===== src/design/dtq_pkg.sv =====
`timescale 1ns / 1ps
// dtq_pkg: field widths, command and status codes, FSM states for the deadline timer queue.
// No dependencies; imported by deadline_timer_queue.
package dtq_pkg;

    localparam int CMD_W            = 3;
    localparam int TASK_W           = 8;
    localparam int TIME_W           = 64;
    localparam int DELAY_W          = 32;
    localparam int TPM_W            = 20;
    localparam int STATUS_W         = 2;
    localparam int PROD_W           = DELAY_W + TPM_W;
    localparam int QUEUE_DEPTH_DEF  = 16;
    localparam int TASK_ID_BITS_DEF = 8;

    localparam logic [TPM_W-1:0] TPM_RESET = TPM_W'(1000);

    typedef enum logic [CMD_W-1:0] {
        CMD_TICK       = 3'd0,
        CMD_SCHED_AT   = 3'd1,
        CMD_SCHED_IN   = 3'd2,
        CMD_UNSCHED    = 3'd3,
        CMD_RESCHED_AT = 3'd4,
        CMD_RESCHED_IN = 3'd5
    } cmd_t;

    typedef enum logic [STATUS_W-1:0] {
        ST_OK        = 2'd0,
        ST_NOT_FOUND = 2'd1,
        ST_FULL      = 2'd2,
        ST_QUEUED    = 2'd3
    } status_t;

    typedef enum logic {
        KIND_ACK  = 1'b0,
        KIND_FIRE = 1'b1
    } kind_t;

    typedef enum logic [3:0] {
        S_IDLE,
        S_ADD,
        S_SCAN,
        S_DECIDE,
        S_SHIFT,
        S_PUT,
        S_RESP,
        S_TICK_RD,
        S_TICK_CHK,
        S_TICK_END
    } state_t;

endpackage


===== src/design/deadline_timer_queue.sv =====
`timescale 1ns / 1ps
// deadline_timer_queue: deadline-sorted task queue in a circular slot memory, plus time counter.
// Depends on dtq_pkg.
//
//  channel | ports                                            | direction
//  --------+--------------------------------------------------+----------
//  request | s_valid s_ready s_command s_task_id s_deadline   | in
//          | s_delay_ms                                       |
//  result  | m_valid m_ready m_kind m_out_task m_status m_last | out
//  config  | cfg_wr_en cfg_wr_data (ticks_per_ms)             | in
//
// Commands scan N queued tasks (the relative forms first add the delay to the time): one
// slot read per cycle to scan, then one slot move per cycle through the single read port.
// Tick reads the head slot and fires it while due, sending the last fire at the end.
// Firing the head on a tick only advances a pointer.
// Reset is synchronous and needs no clearing pass; slot contents stay undefined until written.
// Results wait in an output register; the sequencer stalls only when a second result is due.
module deadline_timer_queue #(
    parameter int QUEUE_DEPTH  = dtq_pkg::QUEUE_DEPTH_DEF,
    parameter int TASK_ID_BITS = dtq_pkg::TASK_ID_BITS_DEF
) (
    input  logic                          aclk,
    input  logic                          aresetn,
    input  logic                          s_valid,
    output logic                          s_ready,
    input  logic [dtq_pkg::CMD_W-1:0]     s_command,
    input  logic [dtq_pkg::TASK_W-1:0]    s_task_id,
    input  logic [dtq_pkg::TIME_W-1:0]    s_deadline,
    input  logic [dtq_pkg::DELAY_W-1:0]   s_delay_ms,
    output logic                          m_valid,
    input  logic                          m_ready,
    output logic                          m_kind,
    output logic [dtq_pkg::TASK_W-1:0]    m_out_task,
    output logic [dtq_pkg::STATUS_W-1:0]  m_status,
    output logic                          m_last,
    input  logic                          cfg_wr_en,
    input  logic [dtq_pkg::TPM_W-1:0]     cfg_wr_data
);
    import dtq_pkg::*;

    localparam int AddrW = (QUEUE_DEPTH > 1) ? $clog2(QUEUE_DEPTH) : 1;
    localparam int CntW  = $clog2(QUEUE_DEPTH + 1);
    localparam int SumW  = CntW + 1;
    localparam logic [CntW-1:0] DepthC = CntW'(QUEUE_DEPTH);
    localparam logic [CntW-1:0] OneC   = CntW'(1);

    typedef struct packed {
        logic [TIME_W-1:0]       deadline;
        logic [TASK_ID_BITS-1:0] id;
    } entry_t;

    // logical queue position -> slot address
    function automatic logic [AddrW-1:0] phys(input logic [AddrW-1:0] head,
                                               input logic [CntW-1:0] idx);
        logic [SumW-1:0] sum;
        sum = SumW'(head) + SumW'(idx);
        if (sum >= SumW'(QUEUE_DEPTH)) begin
            sum = sum - SumW'(QUEUE_DEPTH);
        end
        return AddrW'(sum);
    endfunction

    entry_t             mem [QUEUE_DEPTH];
    entry_t             rdata_reg;
    logic               mem_re;
    logic [AddrW-1:0]   mem_raddr;
    logic               mem_we;
    logic [AddrW-1:0]   mem_waddr;
    entry_t             mem_wdata;

    state_t                  state_reg, state_next;
    logic                    out_valid_reg, out_valid_next;
    logic [CntW-1:0]         count_reg, count_next;
    logic [AddrW-1:0]        head_reg, head_next;
    logic [TIME_W-1:0]       time_reg, time_next;
    logic [TPM_W-1:0]        tpm_reg, tpm_next;
    logic                    pend_reg, pend_next;
    logic                    fire_pend_reg, fire_pend_next;

    cmd_t                    cmd_reg, cmd_next;
    logic [TASK_ID_BITS-1:0] id_reg, id_next;
    logic [TIME_W-1:0]       when_reg, when_next;
    logic [PROD_W-1:0]       prod_reg, prod_next;
    logic [CntW-1:0]         scan_idx_reg, scan_idx_next;
    logic [CntW-1:0]         rd_idx_reg, rd_idx_next;
    logic                    found_reg, found_next;
    logic [CntW-1:0]         match_reg, match_next;
    logic [CntW-1:0]         ins_reg, ins_next;
    status_t                 status_reg, status_next;
    logic                    up_reg, up_next;
    logic                    put_reg, put_next;
    logic [CntW-1:0]         src_reg, src_next;
    logic [CntW-1:0]         dst_reg, dst_next;
    logic [CntW-1:0]         left_reg, left_next;
    logic [CntW-1:0]         newcnt_reg, newcnt_next;
    logic [TASK_ID_BITS-1:0] fire_task_reg, fire_task_next;
    kind_t                   out_kind_reg, out_kind_next;
    logic [TASK_W-1:0]       out_task_reg, out_task_next;
    status_t                 out_status_reg, out_status_next;
    logic                    out_last_reg, out_last_next;

    logic                    out_free;
    logic                    emit;
    kind_t                   emit_kind;
    logic [TASK_ID_BITS-1:0] emit_task;
    status_t                 emit_status;
    logic                    emit_last;
    logic                    is_sched;

    always_ff @(posedge aclk) begin
        if (mem_we) begin
            mem[mem_waddr] <= mem_wdata;
        end
    end

    always_ff @(posedge aclk) begin
        if (mem_re) begin
            rdata_reg <= mem[mem_raddr];
        end
    end

    assign s_ready    = (state_reg == S_IDLE);
    assign m_valid    = out_valid_reg;
    assign m_kind     = out_kind_reg;
    assign m_out_task = out_task_reg;
    assign m_status   = out_status_reg;
    assign m_last     = out_last_reg;
    assign out_free   = !out_valid_reg || m_ready;
    assign is_sched   = (cmd_reg == CMD_SCHED_AT) || (cmd_reg == CMD_SCHED_IN);

    always_comb begin
        state_next      = state_reg;
        count_next      = count_reg;
        head_next       = head_reg;
        time_next       = time_reg;
        tpm_next        = cfg_wr_en ? cfg_wr_data : tpm_reg;
        pend_next       = pend_reg;
        fire_pend_next  = fire_pend_reg;
        cmd_next        = cmd_reg;
        id_next         = id_reg;
        when_next       = when_reg;
        prod_next       = prod_reg;
        scan_idx_next   = scan_idx_reg;
        rd_idx_next     = rd_idx_reg;
        found_next      = found_reg;
        match_next      = match_reg;
        ins_next        = ins_reg;
        status_next     = status_reg;
        up_next         = up_reg;
        put_next        = put_reg;
        src_next        = src_reg;
        dst_next        = dst_reg;
        left_next       = left_reg;
        newcnt_next     = newcnt_reg;
        fire_task_next  = fire_task_reg;
        mem_re          = 1'b0;
        mem_raddr       = head_reg;
        mem_we          = 1'b0;
        mem_waddr       = head_reg;
        mem_wdata       = rdata_reg;
        emit            = 1'b0;
        emit_kind       = KIND_ACK;
        emit_task       = id_reg;
        emit_status     = ST_OK;
        emit_last       = 1'b1;

        unique case (state_reg)
            S_IDLE: begin
                if (s_valid) begin
                    cmd_next      = cmd_t'(s_command);
                    id_next       = TASK_ID_BITS'(s_task_id);
                    when_next     = s_deadline;
                    prod_next     = PROD_W'(s_delay_ms) * PROD_W'(tpm_reg);
                    scan_idx_next = '0;
                    found_next    = 1'b0;
                    match_next    = '0;
                    ins_next      = '0;
                    pend_next     = 1'b0;
                    unique case (cmd_t'(s_command)) inside
                        CMD_TICK: begin
                            time_next      = time_reg + TIME_W'(1);
                            fire_pend_next = 1'b0;
                            state_next     = S_TICK_RD;
                        end
                        CMD_SCHED_AT, CMD_UNSCHED, CMD_RESCHED_AT: begin
                            state_next = S_SCAN;
                        end
                        CMD_SCHED_IN, CMD_RESCHED_IN: begin
                            state_next = S_ADD;
                        end
                        default: begin
                            state_next = S_IDLE;
                        end
                    endcase
                end
            end

            S_ADD: begin
                when_next  = time_reg + TIME_W'(prod_reg);
                state_next = S_SCAN;
            end

            S_SCAN: begin
                if (pend_reg) begin
                    if (!found_reg && (rdata_reg.id == id_reg)) begin
                        found_next = 1'b1;
                        match_next = rd_idx_reg;
                    end else if (rdata_reg.deadline <= when_reg) begin
                        ins_next = ins_reg + OneC;
                    end
                end
                if (scan_idx_reg < count_reg) begin
                    mem_re        = 1'b1;
                    mem_raddr     = phys(head_reg, scan_idx_reg);
                    rd_idx_next   = scan_idx_reg;
                    scan_idx_next = scan_idx_reg + OneC;
                    pend_next     = 1'b1;
                end else begin
                    pend_next = 1'b0;
                    if (!pend_reg) begin
                        state_next = S_DECIDE;
                    end
                end
            end

            S_DECIDE: begin
                status_next = ST_OK;
                put_next    = 1'b0;
                up_next     = 1'b1;
                src_next    = count_reg - OneC;
                left_next   = '0;
                newcnt_next = count_reg;
                pend_next   = 1'b0;
                state_next  = S_SHIFT;
                if (is_sched && found_reg) begin
                    status_next = ST_QUEUED;
                    state_next  = S_RESP;
                end else if (cmd_reg == CMD_UNSCHED) begin
                    if (found_reg) begin
                        up_next     = 1'b0;
                        src_next    = match_reg + OneC;
                        left_next   = count_reg - match_reg - OneC;
                        newcnt_next = count_reg - OneC;
                    end else begin
                        status_next = ST_NOT_FOUND;
                        state_next  = S_RESP;
                    end
                end else if (found_reg) begin
                    // move in place: close the old slot, open the new one
                    put_next = 1'b1;
                    if (ins_reg > match_reg) begin
                        up_next   = 1'b0;
                        src_next  = match_reg + OneC;
                        left_next = ins_reg - match_reg;
                    end else begin
                        up_next   = 1'b1;
                        src_next  = match_reg - OneC;
                        left_next = match_reg - ins_reg;
                    end
                end else if (count_reg == DepthC) begin
                    status_next = ST_FULL;
                    state_next  = S_RESP;
                end else begin
                    put_next    = 1'b1;
                    up_next     = 1'b1;
                    src_next    = count_reg - OneC;
                    left_next   = count_reg - ins_reg;
                    newcnt_next = count_reg + OneC;
                end
            end

            S_SHIFT: begin
                if (pend_reg) begin
                    mem_we    = 1'b1;
                    mem_waddr = phys(head_reg, dst_reg);
                    mem_wdata = rdata_reg;
                end
                if (left_reg != '0) begin
                    mem_re    = 1'b1;
                    mem_raddr = phys(head_reg, src_reg);
                    dst_next  = up_reg ? (src_reg + OneC) : (src_reg - OneC);
                    src_next  = up_reg ? (src_reg - OneC) : (src_reg + OneC);
                    left_next = left_reg - OneC;
                    pend_next = 1'b1;
                end else begin
                    pend_next = 1'b0;
                    if (!pend_reg) begin
                        count_next = newcnt_reg;
                        state_next = put_reg ? S_PUT : S_RESP;
                    end
                end
            end

            S_PUT: begin
                mem_we     = 1'b1;
                mem_waddr  = phys(head_reg, ins_reg);
                mem_wdata  = '{deadline: when_reg, id: id_reg};
                state_next = S_RESP;
            end

            S_RESP: begin
                if (out_free) begin
                    emit        = 1'b1;
                    emit_status = status_reg;
                    state_next  = S_IDLE;
                end
            end

            S_TICK_RD: begin
                if (count_reg == '0) begin
                    state_next = S_TICK_END;
                end else begin
                    mem_re     = 1'b1;
                    mem_raddr  = head_reg;
                    state_next = S_TICK_CHK;
                end
            end

            S_TICK_CHK: begin
                if (rdata_reg.deadline <= time_reg) begin
                    if (!fire_pend_reg || out_free) begin
                        // previous fired task is not the last one
                        if (fire_pend_reg) begin
                            emit      = 1'b1;
                            emit_kind = KIND_FIRE;
                            emit_task = fire_task_reg;
                            emit_last = 1'b0;
                        end
                        fire_pend_next = 1'b1;
                        fire_task_next = rdata_reg.id;
                        head_next      = phys(head_reg, OneC);
                        count_next     = count_reg - OneC;
                        state_next     = S_TICK_RD;
                    end
                end else begin
                    state_next = S_TICK_END;
                end
            end

            S_TICK_END: begin
                if (!fire_pend_reg) begin
                    state_next = S_IDLE;
                end else if (out_free) begin
                    emit           = 1'b1;
                    emit_kind      = KIND_FIRE;
                    emit_task      = fire_task_reg;
                    emit_last      = 1'b1;
                    fire_pend_next = 1'b0;
                    state_next     = S_IDLE;
                end
            end

            default: begin
                state_next = S_IDLE;
            end
        endcase

        out_valid_next  = out_valid_reg;
        out_kind_next   = out_kind_reg;
        out_task_next   = out_task_reg;
        out_status_next = out_status_reg;
        out_last_next   = out_last_reg;
        if (emit) begin
            out_valid_next  = 1'b1;
            out_kind_next   = emit_kind;
            out_task_next   = TASK_W'(emit_task);
            out_status_next = emit_status;
            out_last_next   = emit_last;
        end else if (m_ready) begin
            out_valid_next = 1'b0;
        end
    end

    always_ff @(posedge aclk) begin
        if (!aresetn) begin
            state_reg     <= S_IDLE;
            out_valid_reg <= 1'b0;
            count_reg     <= '0;
            head_reg      <= '0;
            time_reg      <= '0;
            tpm_reg       <= TPM_RESET;
            pend_reg      <= 1'b0;
            fire_pend_reg <= 1'b0;
        end else begin
            state_reg     <= state_next;
            out_valid_reg <= out_valid_next;
            count_reg     <= count_next;
            head_reg      <= head_next;
            time_reg      <= time_next;
            tpm_reg       <= tpm_next;
            pend_reg      <= pend_next;
            fire_pend_reg <= fire_pend_next;
        end
    end

    always_ff @(posedge aclk) begin
        cmd_reg        <= cmd_next;
        id_reg         <= id_next;
        when_reg       <= when_next;
        prod_reg       <= prod_next;
        scan_idx_reg   <= scan_idx_next;
        rd_idx_reg     <= rd_idx_next;
        found_reg      <= found_next;
        match_reg      <= match_next;
        ins_reg        <= ins_next;
        status_reg     <= status_next;
        up_reg         <= up_next;
        put_reg        <= put_next;
        src_reg        <= src_next;
        dst_reg        <= dst_next;
        left_reg       <= left_next;
        newcnt_reg     <= newcnt_next;
        fire_task_reg  <= fire_task_next;
        out_kind_reg   <= out_kind_next;
        out_task_reg   <= out_task_next;
        out_status_reg <= out_status_next;
        out_last_reg   <= out_last_next;
    end

endmodule

===== config.mk =====
export PLATFORM = sky130hd
export DESIGN_NAME = deadline_timer_queue
export DESIGN_NICKNAME = d
export VERILOG_FILES = /design/src/design/dtq_pkg.sv /design/src/design/deadline_timer_queue.sv
export SDC_FILE = /design/constraint.sdc
export NUM_CORES = 2
export LEC_CHECK = 0
export BUFFER_PORTS_ARGS = -buffer_cell sky130_fd_sc_hd__clkbuf_2
export CAP_MARGIN = 25
export CORE_MARGIN = 4
export CORE_UTILIZATION = 40
export CTS_CLUSTER_DIAMETER = 40
export CTS_CLUSTER_SIZE = 16
export DETAILED_ROUTE_END_ITERATION = 12
export PLACE_DENSITY_LB_ADDON = 0.3
export SLEW_MARGIN = 20
export SYNTH_ARGS = -nofsm -noshare
export SYNTH_HDL_FRONTEND = slang
export SYNTH_SLANG_ARGS = --single-unit

===== constraint.sdc =====
create_clock -name aclk -period 16.4 [get_ports aclk]
set_input_delay 3.28 -clock aclk [delete_from_list [all_inputs] [get_ports aclk]]
set_output_delay 3.28 -clock aclk [all_outputs]
set_load 0.01 [all_outputs]

Word-level counts from Yosys, hierarchy flattened
Memories as Yosys holds them, arrays and structs flattened. A register that Yosys moved wholly into a read port is not among the register bits.
Cells that the tools add are included.
{ "totals": {"regBits": 292, "mem_count": 1, "output_inout_bits": 14, "input_bits": 132, "ram_bits": 1152, "elab_cells": 251} }
{ "op_classes": {"reduce_logical": 37, "n_lt_le_gt_ge": 9, "n_eq_ne": 34, "multipliers": 1, "mux": 114, "add_sub_neg": 26} }
{ "mem_list": {"columns": ["name", "words", "width", "read_ports", "rd_ports_with_merged_regs", "write_ports", "line_no", "source"], "rows": [
  ["mem", 16, 72, 1, 1, 1, "deadline_timer_queue.sv:63", "entry_t mem [QUEUE_DEPTH];"]
]} }
{ "op_table": {"columns": ["op", "n"], "rows": [
  ["$mux 5", 31],
  ["$le 64x64->1", 2],
  ["$pmux 64 s2", 1],
  ["$mux 4", 19],
  ["$mux 72", 1],
  ["$add 64x1->64 const B", 1],
  ["$add 64x52->64", 1],
  ["$mux 64", 1],
  ["$pmux 5 s2", 6],
  ["$mul 32x20->52", 1],
  ["$mux 8", 5],
  ["$pmux 4 s10", 1],
  ["$mux 1", 31],
  ["$ne 2x2->1 const B", 13],
  ["$add 5x1->5 const B", 5],
  ["$sub 5x1->5 const B", 5],
  ["$add 4x5->6", 4],
  ["$ge 6x5->1 const B", 4],
  ["$sub 4x1->4 const B", 5],
  ["$sub 5x5->5", 4],
  ["$eq 4x3->1 const B", 4],
  ["$pmux 4 s2", 2],
  ["$pmux 8 s2", 1],
  ["$reduce_and 5->1", 3],
  ["other kinds (35)", 70]
]} }

Depth between registers and ports, before layout
{ "depth": {"ltp_word": 7, "ltp_mapped": 28, "depth_no_buf": 27} }

Worst setup path before layout
OpenSTA, ideal clock, no wires.
{ "synth_path": {"path_kind": "input port to flip-flop", "from": "input port s_delay_ms[17] (netlist bit)", "to": "register prod_reg[49] (data pin)", "arrival_time_ps": 9585, "required_ps": 16141, "setup_slack_ps": 6556, "cell_stages": 23, "setup_ps": 259, "n_path_buf": 1, "path_cell_list": "clkbuf_1 -> nand2_1 -> fa_1 -> fa_1 -> fa_1 -> inv_1 -> fa_1 -> fa_1 -> fa_1 -> inv_1 -> fa_1 -> inv_1 -> ha_1 -> a2111oi_0 -> o21ai_0 -> a41oi_1 -> o22ai_1 -> a211o_1 -> o31ai_1 -> o2111ai_1 -> a31o_2 -> a21oi_1 -> xnor2_1"} }
{ "synth_via": {"elab_chain_cells": 1} }
{ "synth_rtl": {"columns": ["element", "line_no", "source"], "rows": [
  ["start, declared", "deadline_timer_queue.sv:29", "input logic [dtq_pkg::DELAY_W-1:0] s_delay_ms,"],
  ["$mul 32x20->52", "deadline_timer_queue.sv:173", "prod_next = PROD_W'(s_delay_ms) * PROD_W'(tpm_reg);"],
  ["end signal, assigned", "deadline_timer_queue.sv:400", "prod_reg <= prod_next;"],
  ["end, declared", "deadline_timer_queue.sv:83", "logic [PROD_W-1:0] prod_reg, prod_next;"]
]} }
Every way passes these cells.
A chain may end at the register's enable or synchronous reset.

Final worst setup path
{ "layout_path": {"from": "input port s_delay_ms[14] (netlist bit)", "to": "register prod_reg[49] (data pin)"} }
The elaborated chain is that of the path after synthesis.

==> impl_metrics.yaml <==
sta:
  setup_violations: 0
  maxSlewViolCount: 0
  slew_headroom: 0.268
  period_minus_slack_ps: 10200
  fin_skew_ps: 92.3
  period_share: 0.622
  fmax_mhz: 98.0
  tns_ps: 0
  setup_ws_ps: 6200
  worst_slew_pin_slew_ps: 1080
  rsz0062_at_grt: "no"
  timing_hold_violations_final: 0
finish:
  largest_register_ffs: 1152
  finish.cell_count_without_fillers: 10300
  fill_cells: 19700
  nets: 8209
  drive_gt1_frac: 0.110
  area_delta_synth_final_pct: 13.7
  finish.utilization: 0.458
logic_synthesis:
  synth_area_per_cell_um2: 12.8
  synth_top_family_by_area: "adder cells"
  synth_cell_type_count: 79
  synth_compound_area_frac: 0.0481
  ys_seq_area_frac: 0.500
  syn_inst: 6963
  postSynth.asyncResetShare: 0
  ys_seq_elements: 1514
  synthXorXnorAreaFrac: 0.0207
  synth-edff-count: 1414
  synthMuxAreaShare: 0.120
  synthFlopType: "edfxtp_1"
  ys_warn_count: 0
  synthSimpleGateAreaFrac: 0.0850
  synth_area_um2: 88800
  synth_fp_nets: 8026
  synth_fa_ha_area_frac: 0.177
detailed_routing:
  num_vias: 54500
  firstDrtPassIters: 5
  viasPerCell: 5.29
  drtIter0Drc: 4253
  post_drt_wl_per_cell_um: 22.3
  wl_um: 230000
  drc: 0
  ant_nets: 0
global_routing:
  overflow: 0
  grt_max_degree: 139
  antenna_found_initial: 10
  grt_pass1_vias: 55800
  track_usage: 0.198
  grt_pass1_wl_um: 346000
outcome:
  status: "finished clean"
critical_path:
  cp.required_ps: 17000
  path_common_cell: "fa_1"
  critPathSlowestCell: "fa_1"
  critPathKind: "in2reg"
  cp-end-kind: "flip-flop"
  worst_path_largest_cell_delay_ps: 580
  crit_fanout: 20
  path_cells: "clkbuf_2, and2_1, fa_1, inv_1, fa_1, fa_1, inv_1, fa_1, fa_1, fa_1, inv_1, fa_1, inv_1, ha_1, a2111oi_0, o21ai_0, a41oi_1, o22ai_1, a211o_1, o31ai_1, o2111ai_1, a31o_2, a21oi_1, xnor2_1"
  critPathLaunchType: "primary input"
  path_delay_family: "adder cells"
  critPathBufInv: 5
  crit_arrival_ps: 10800
clock_tree:
  postCtsSetupRepairBufs: 0
  ctsHoldBuffers: 0
  cts_made_buffers: 217
  tritoncts: "done"
  clock-sinks: 1514
  clk_latency_ps: 860
  htree_levels: 4
  cts.root.buffer_cell: "clkbuf_16"
  post_cts_resized: 0
  cts.path.max_buffers: 3
  path_clk_slew_ps: 50
hold_path:
  hold_path_class: "reg2reg"
floorplanning:
  fp.dieH_um: 479
  fp.dieW_um: 479
  die-area_um2: 230000
  initial_core_util: 0.403
  core_area_um2: 220000
  num_io_pins: 146
  fp-row-count: 172
job:
  cap_violations: 0
pwr:
  ir_worst_vdd_uv: 359
  p_total_mw: 20.4
  p_per_area_nw_per_um2: 202
  p_leak_nw: 42.3
placed_design:
  dpl_worst_slack_ps: 5420
  dp_cells: 9881
  hpwlAfterDp_um: 149000
  gp_congestion: 0.882
  portBuffers: 145
==> area by class of cell <==
| class | instances | area (um^2) | area share |
|---|---|---|---|
| sequential | 1514 | 44500 | 0.440 |
| multi-input combinational | 4342 | 40300 | 0.399 |
| clock buffer | 238 | 5580 | 0.0552 |
| tap | 2958 | 3700 | 0.0366 |
| inverter | 778 | 2920 | 0.0289 |
| clock inverter | 173 | 2120 | 0.0210 |
| timing repair buffer | 293 | 1920 | 0.0190 |
| antenna | 2 | 5.00 | 0.0000495 |
==> layout by cell type (no fill, tap or decap), drive strengths merged, types with 29 or more instances in the layout <==
| cell | instances |
|---|---|
| a21o | 107 |
| a21oi | 169 |
| and2 | 352 |
| buf | 148 |
| clkbuf | 382 |
| clkinv | 80 |
| dfxtp | 100 |
| edfxtp | 1414 |
| fa | 545 |
| ha | 386 |
| inv | 825 |
| mux2i | 896 |
| mux4 | 72 |
| nand2 | 673 |
| nand2b | 40 |
| nand3 | 65 |
| nand4 | 64 |
| nor2 | 134 |
| nor2b | 54 |
| nor3 | 51 |
| nor4 | 29 |
| o21ai | 232 |
| xnor2 | 162 |
| xor2 | 48 |
==> synthesized netlist by cell type (72+ instances only) <==
cell type	number	area [um^2]
a21o_1	107	803
xnor2_1	162	1420
nand2_1	672	2520
a21oi_1	169	846
and2_1	352	2200
fa_1	545	10900
buf_2	99	495
mux2i_1	896	8970
dfxtp_1	100	2000
edfxtp_1	1414	42500
ha_1	386	4830
o21ai_0	232	1160
clkbuf_1	215	807
mux4_2	72	1620
inv_1	776	2910
nor2_1	134	503
==> final timing paths <==
check                             to  cells past startpoint                startpoint  slack [ps]
max           prod_reg[49]$_DFFE_PP_                     24            s_delay_ms[14]        6200
min          tpm_reg[7]$_SDFFE_PN1P_                      2   tpm_reg[7]$_SDFFE_PN1P_         470
min reg2reg  tpm_reg[7]$_SDFFE_PN1P_                      2   tpm_reg[7]$_SDFFE_PN1P_         470
max reg2reg   prod_reg[49]$_DFFE_PP_                     22  tpm_reg[11]$_SDFFE_PN0P_        8180
==> layer usage <==
metal,track usage,share of wire
met5,0,0.00015
met4,0.0768,0.040
met3,0.0285,0.052
met2,0.330,0.49
met1,0.261,0.42
==> tightest hold or removal path: stages, from the launching register on <==
cell and delay (ps):
dfxtp_1 320, mux2i_1 60, nand2_1 60
==> cells by family after synthesis <==
| family | count (synthesis) |
|---|---|
| muxes | 976 |
| buffers and inverters | 1107 |
| AOI/OAI and AO/OA | 693 |
| xor gates and xnor gates | 210 |
| and+or+nand+nor | 1532 |
| adders and majority gates | 931 |
| DFF | 1514 |
==> through the flow <==
| stage | hold WS [ps] | cell area, um^2 |
|---|---|---|
| 6_report | 475 | 101000 |
| 5_1_grt | 511 | 101000 |
| 4_1_cts | 479 | 101000 |
| 2_1_floorplan | 471 | 88800 |
| 3_3_place_gp | 459 | 93300 |
| 3_5_place_dp | 465 | 93300 |
==> power breakdown <==
part           leakage (nW)  switching [mW]  internal [mW]  total [mW]
sequential             13.6           0.286           5.40        5.69
combinational          25.0            5.86           4.07        9.93
clock                  3.70            1.90           2.91        4.80
Note: power is estimated with default switching activity, not from simulation.
